`config.mk`:
```
export PLATFORM = sky130hd
export DESIGN_NAME = punctured_conv_encoder_k7
export DESIGN_NICKNAME = d
export VERILOG_FILES = /design/src/hw/rtl/pce_pkg.sv /design/src/hw/rtl/pce_encoder.sv /design/src/hw/rtl/pce_serializer.sv /design/src/hw/rtl/punctured_conv_encoder_k7.sv
export SDC_FILE = /design/constraint.sdc
export NUM_CORES = 1
export LEC_CHECK = 0
export ABC_CLOCK_PERIOD_IN_PS = 1820
export BUFFER_PORTS_ARGS = -buffer_cell sky130_fd_sc_hd__buf_2
export CORE_MARGIN = 8
export CORE_UTILIZATION = 51
export CTS_CLUSTER_SIZE = 20
export DETAILED_ROUTE_END_ITERATION = 16
export GPL_TIMING_DRIVEN = 0
export PLACE_DENSITY = 0.74
export SLEW_MARGIN = 20
export SYNTH_ARGS = -nofsm -noshare
export SYNTH_HDL_FRONTEND = slang
export SYNTH_HIERARCHICAL = 1
export SYNTH_SLANG_ARGS = --single-unit
```
`constraint.sdc`:
```
create_clock -name clk -period 1.82 [get_ports clk]
set_input_delay 0.364 -clock clk [delete_from_list [all_inputs] [get_ports clk]]
set_output_delay 0.364 -clock clk [all_outputs]
set_load 0.005 [all_outputs]
```
`src/hw/rtl/pce_pkg.sv`:
```
`timescale 1ns / 1ps

package pce_pkg;

  typedef enum logic [2:0] {
    RATE_1_3 = 3'd0,
    RATE_1_2 = 3'd1,
    RATE_4_7 = 3'd2,
    RATE_2_3 = 3'd3,
    RATE_4_5 = 3'd4
  } rate_t;

  localparam logic [2:0] RATE_RESET = RATE_1_2;

  localparam int unsigned PatternLen = 4;
  localparam int unsigned PairLen    = 2;

  typedef struct packed {
    logic info_bit;
    logic frame_end;
  } in_t;

  typedef struct packed {
    logic coded_bit;
    logic run_last;
    logic length_error;
  } out_t;

  // One encoded input bit waiting to be sent: mother bits X,Y,Z in bits 0,1,2.
  typedef struct packed {
    logic [2:0] bits;
    logic [1:0] cnt;
    logic       err;
  } job_t;

endpackage

```
`src/hw/rtl/pce_encoder.sv`:
```
`timescale 1ns / 1ps

module pce_encoder (
  input  logic          clk,
  input  logic          rst_n,
  input  logic          cfg_we,
  input  logic [2:0]    cfg_data,
  input  logic          acc,
  input  pce_pkg::in_t  in_item,
  output pce_pkg::job_t job
);
  import pce_pkg::*;

  logic [2:0] code_rate_r;
  logic [5:0] delay_r, delay_nxt;
  logic [1:0] phase_r, phase_nxt;
  logic       b;
  logic       x_bit, y_bit, z_bit;

  assign b = in_item.info_bit;
  assign x_bit = b ^ delay_r[1] ^ delay_r[2] ^ delay_r[4] ^ delay_r[5];
  assign y_bit = b ^ delay_r[0] ^ delay_r[1] ^ delay_r[2] ^ delay_r[3] ^ delay_r[5];
  assign z_bit = b ^ delay_r[0] ^ delay_r[1] ^ delay_r[3] ^ delay_r[5];

  always_comb begin
    job.bits = {z_bit, y_bit, x_bit};
    job.cnt  = 2'd2;
    job.err  = 1'b0;
    unique case (code_rate_r)
      RATE_1_3: begin
        job.cnt = 2'd3;
      end
      RATE_4_7: begin
        job.cnt = (phase_r == 2'd1) ? 2'd1 : 2'd2;
        job.err = in_item.frame_end && (phase_r != 2'(PatternLen - 1));
      end
      RATE_2_3: begin
        job.cnt = phase_r[0] ? 2'd1 : 2'd2;
        job.err = in_item.frame_end && (phase_r[0] != 1'(PairLen - 1));
      end
      RATE_4_5: begin
        job.cnt = (phase_r == 2'd0) ? 2'd2 : 2'd1;
        job.err = in_item.frame_end && (phase_r != 2'(PatternLen - 1));
      end
      default: begin
        job.cnt = 2'd2;
      end
    endcase
  end

  always_comb begin
    delay_nxt = delay_r;
    phase_nxt = phase_r;
    if (acc) begin
      if (in_item.frame_end) begin
        delay_nxt = '0;
        phase_nxt = '0;
      end else begin
        delay_nxt = {delay_r[4:0], b};
        phase_nxt = phase_r + 2'd1;
      end
    end
  end

  always_ff @(posedge clk) begin
    if (!rst_n) begin
      code_rate_r <= RATE_RESET;
      delay_r     <= '0;
      phase_r     <= '0;
    end else begin
      if (cfg_we) begin
        code_rate_r <= cfg_data;
      end
      delay_r <= delay_nxt;
      phase_r <= phase_nxt;
    end
  end

endmodule

```
`src/hw/rtl/pce_serializer.sv`:
```
`timescale 1ns / 1ps

module pce_serializer (
  input  logic           clk,
  input  logic           rst_n,
  input  logic           load,
  input  pce_pkg::job_t  job_in,
  output logic           full,
  output logic           out_valid,
  input  logic           out_stall,
  output pce_pkg::out_t  out_data
);
  import pce_pkg::*;

  job_t       pend_r, cur_r;
  logic       pend_vld_r, cur_vld_r;
  logic [1:0] idx_r, idx_nxt;
  logic       last_bit;
  logic       done;
  logic       move;

  // pending slot frees up in the same cycle it moves up, so a new request can land there
  assign full      = pend_vld_r && !move;
  assign last_bit  = (idx_r == cur_r.cnt - 2'd1);
  assign done      = cur_vld_r && !out_stall && last_bit;
  // pending request moves up when the current one is absent or finishing
  assign move      = pend_vld_r && (!cur_vld_r || done);

  assign out_valid             = cur_vld_r;
  assign out_data.coded_bit    = cur_r.bits[idx_r];
  assign out_data.run_last     = last_bit;
  assign out_data.length_error = cur_r.err;

  always_comb begin
    idx_nxt = idx_r;
    if (move || done) begin
      idx_nxt = '0;
    end else if (cur_vld_r && !out_stall) begin
      idx_nxt = idx_r + 2'd1;
    end
  end

  always_ff @(posedge clk) begin
    if (!rst_n) begin
      pend_vld_r <= 1'b0;
      cur_vld_r  <= 1'b0;
      idx_r      <= '0;
    end else begin
      idx_r <= idx_nxt;
      if (load) begin
        pend_vld_r <= 1'b1;
      end else if (move) begin
        pend_vld_r <= 1'b0;
      end
      if (move) begin
        cur_vld_r <= 1'b1;
      end else if (done) begin
        cur_vld_r <= 1'b0;
      end
    end
  end

  always_ff @(posedge clk) begin
    if (load) begin
      pend_r <= job_in;
    end
    if (move) begin
      cur_r <= pend_r;
    end
  end

endmodule

```
`src/hw/rtl/punctured_conv_encoder_k7.sv`:
```
`timescale 1ns / 1ps

// Punctured K=7 convolutional encoder, mother code 133/175/165 octal.
// Input channel (in_valid/in_stall/in_data): one information bit per request,
// with frame_end marking the last bit of a frame; the delay line and the
// puncture phase clear after that bit.
// Output channel (out_valid/out_stall/out_data): one coded bit per request,
// 1 to 3 per input bit in X, Y, Z order; run_last marks the last one and
// length_error flags a frame that stopped mid-pattern.
// cfg_we/cfg_data write code_rate (0:1/3 1:1/2 2:4/7 3:2/3 4:4/5, others 1/2);
// write it only while idle. Reset selects rate 1/2 and empties the pipe.
// With the output idle, an input passes through the pending register and then
// the current register before its first coded bit is presented.
// Each input bit sends its coded bits (1 to 3) one after another through
// the single output port; one pending input register lets the next bit
// enter while the current one is still sending.
// When the receiver stalls, the output holds, the pending register fills and
// in_stall rises until it drains.

module punctured_conv_encoder_k7 (
  input  logic          clk,
  input  logic          rst_n,
  input  logic          cfg_we,
  input  logic [2:0]    cfg_data,
  input  logic          in_valid,
  output logic          in_stall,
  input  pce_pkg::in_t  in_data,
  output logic          out_valid,
  input  logic          out_stall,
  output pce_pkg::out_t out_data
);
  import pce_pkg::*;

  job_t job;
  logic acc;
  logic full;

  assign in_stall = full;
  assign acc      = in_valid && !full;

  pce_encoder u_enc (
    .clk      (clk),
    .rst_n    (rst_n),
    .cfg_we   (cfg_we),
    .cfg_data (cfg_data),
    .acc      (acc),
    .in_item  (in_data),
    .job      (job)
  );

  pce_serializer u_ser (
    .clk       (clk),
    .rst_n     (rst_n),
    .load      (acc),
    .job_in    (job),
    .full      (full),
    .out_valid (out_valid),
    .out_stall (out_stall),
    .out_data  (out_data)
  );

endmodule

```
==> impl_metrics.py <==
metrics = {
    "global_routing": {
        "use_met2_pct": 20.4,
        "grt_remaining_overflow": 0,
        "antenna_found_initial": 0,
        "grt_use_met1_pct": 12.3,
        "grt_use_total_pct": 11.4,
        "grt.busiest_layer": "met2",
        "grt_pass1_wl_um": 4040,
        "grt_max_degree": 15,
        "grt_pass1_vias": 968,
        "grt_use_met3_pct": 2.68,
    },
    "power_and_ir_drop": {
        "vdd_drop_max_mv": 0.447,
        "p_leak_uw": 0.000640,
        "p_total_uw": 1110,
        "power_density_nw_per_um2": 680,
    },
    "routing": {
        "drt-pass1-iter-count": 4,
        "drcViolationCount": 0,
        "drt_wl_total_um": 2420,
        "dr_total_vias": 940,
        "postRouteAntennaNets": 0,
        "wl_per_cell_um": 13.2,
        "first_iter_violations": 36,
        "viasPerCell": 5.14,
    },
    "logic_synthesis": {
        "synth_top_area_share_pct": 27.1,
        "yosys_warnings": 6,
        "synth-xor-area-share_pct": 7.06,
        "synth-seq-cells": 27,
        "synth_area_um2": 1330,
        "synth-main-ff-cell": "dfxtp_1",
        "synth_compound_area_share_pct": 11.5,
        "synthSimpleGateAreaFrac_pct": 17.8,
        "synth_area_leader_cell": "edfxtp_1",
        "synth-edff-count": 12,
        "syn_area_per_cell_um2": 10.4,
        "synthArstFlopShare_pct": 0,
        "ys_seq_area_share_pct": 49.7,
        "synth_nets": 141,
        "synthTopCellsByArea": "edfxtp_1 27%, dfxtp_1 23%, nor2b_1 5.2%",
        "synthMuxAreaShare_pct": 4.05,
        "synth_fa_ha_area_share_pct": 2.82,
        "synth_top_family_by_area": "simple AND/OR/NAND/NOR gates",
        "ys_types": 33,
        "syn_inst": 128,
    },
    "clocking": {
        "cts_buffers": 3,
        "h-tree-depth": 1,
        "clock_sinks": 27,
        "cts_root_buffer": "clkbuf_4",
        "cts_buffer_depth": 2,
        "tritoncts": "done",
        "clock_latency_ns": 0.31,
        "clkTransAtPathRegs_ns": 0.14,
    },
    "placed_design": {
        "pre_cts_slack_ns": -0.220,
        "place_hpwl_um": 1730,
        "gp_congestion": 0.855,
        "dp.cells": 171,
        "io_buffers": 13,
    },
    "final_layout": {
        "area_growth_pct": 23.0,
        "layout_common_cells": "14 x dfxtp_1, 12 x buf_2, 12 x inv_1, 12 x edfxtp_1, 11 x buf_4",
        "final_nets": 167,
        "utilization_pct": 66.0,
        "drive_above_1_share_pct": 33.3,
        "antenna_cells": 0,
        "fin_cells": 183,
        "layout_commonest_cell": "dfxtp_1",
    },
    "die": {
        "die_area_um2": 4500,
        "die_w_um": 67.1,
        "die_h_um": 67.1,
        "initial_core_util_pct": 53.7,
        "row_count": 18,
        "core_um2": 2480,
        "pin_count": 15,
    },
    "timing": {
        "min_period_ns": 1.88,
        "hold_viol_final": 0,
        "setup_viol": 6,
        "rsz0062_at_grt": "yes",
        "setup_ws_ns": -0.0581,
        "relSlewSlack_pct": 63.6,
        "skew_ns": 0.0100,
        "hold_slack_ns": 0.262,
        "fin_crit_sh_pct": 103,
        "max_slew.worst_pin.slew_ns": 0.546,
        "drv_slew": 0,
        "fmax_ghz": 0.532,
    },
    "min_path": {
        "hp-class": "in2reg",
    },
    "flow_run": {
        "drv_cap": 0,
    },
    "worst_setup_path": {
        "path_max_fanout": 3,
        "worstSetupPathType": "reg2out",
        "crit_arrival_ns": 1.51,
        "required_ns": 1.46,
        "worstSetupEndpointType": "output port",
        "start_kind": "flop",
    },
    "run_status": {
        "outcome": "complete, but fails checks",
        "violations": "setup timing",
    },
}
[registers in the layout, summed over array words and instances (netlist names)]
register and count:
u_ser/pend_vld_r 1, u_ser/pend_r 6, u_ser/idx_r 2, u_ser/out_data 1, u_enc/phase_r 2, u_enc/delay_r 6
u_ser/cur_r 5, u_enc/code_rate_r 3, u_ser/out_valid 1
[critical path: stages (launching register included)]
cell,delay (ns)
edfxtp_1,0.43
xnor2_2,0.21
mux2i_4,0.33
a21oi_4,0.10
buf_2,0.13
[metal layers]
metal / vias to the layer above / part of all wire, %
met4: 0 / 0.99
met3: 4 / 5.6
met5: - / 0
met1: 433 / 40
met2: 21 / 53
li1: 482 / -
[cell families after synthesis]
group,Yosys count
flip-flops,27
adder cells (fa/ha/maj),3
AND/OR/NAND/NOR,42
AO/OA/AOI/OAI,22
multiplexers,5
buffers and inverters,20
XOR/XNOR,9
[what timing repair did]
action | 4_1_cts | 5_1_grt
buffers inserted | 6 | 1
hold buffers | 0 | 0
resized for setup | 4 | 17
gates cloned | 0 | 1
pin swaps | 0 | 6
setup endpoints to repair | 16 | 19
[through the flow]
step / area (um^2) / setup TNS (ns)
after global routing: 1640 / -1.71
after floorplan: 1360 / 0
final: 1640 / -0.133
after global placement: 1460 / -0.926
after CTS: 1550 / -0.151
after detailed placement: 1460 / -1.51
[power by group]
| part | switching [uW] | internal (uW) | total (uW) |
|---|---|---|---|
| Sequential | 23.3 | 668 | 691 |
| Combinational | 83.0 | 90.0 | 173 |
| Clock | 162 | 85.5 | 247 |
| Total | 268 | 844 | 1110 |
[worst paths after layout]
kind | start | endpoint | slack (ns) | cells after the start
worst min register to register | u_ser/pend_r[5] | u_ser/cur_r[5] | 0.44 | 0
worst min-delay path | cfg_data[0] | u_enc/code_rate_r[0] | 0.26 | 3
worst max register to register | u_ser/cur_r[2] | u_enc/delay_r[3] | -0.02 | 7
worst max-delay path | u_ser/cur_r[2] | in_stall | -0.06 | 4
[final cells by class]
class | count | area, um^2
fill | 208 | 842
multi-input combinational | 81 | 669
sequential | 27 | 662
timing repair buffer | 21 | 139
buffer | 8 | 56.3
inverter | 12 | 45.0
tap | 30 | 37.5
clock buffer | 4 | 26.3
[cell usage after synthesis (2+ instances only)]
master / instances
nor2_1: 3
nand2b_1: 7
xnor2_1: 6
and2_1: 5
buf_4: 5
edfxtp_1: 12
nand4_1: 2
nor2b_1: 11
dfxtp_1: 15
ha_1: 3
clkbuf_1: 2
o211ai_1: 2
o21ai_0: 2
a21oi_1: 5
mux2i_1: 4
o22ai_1: 6
nand2_1: 11
inv_1: 12
(Power assumes the default switching activity.)
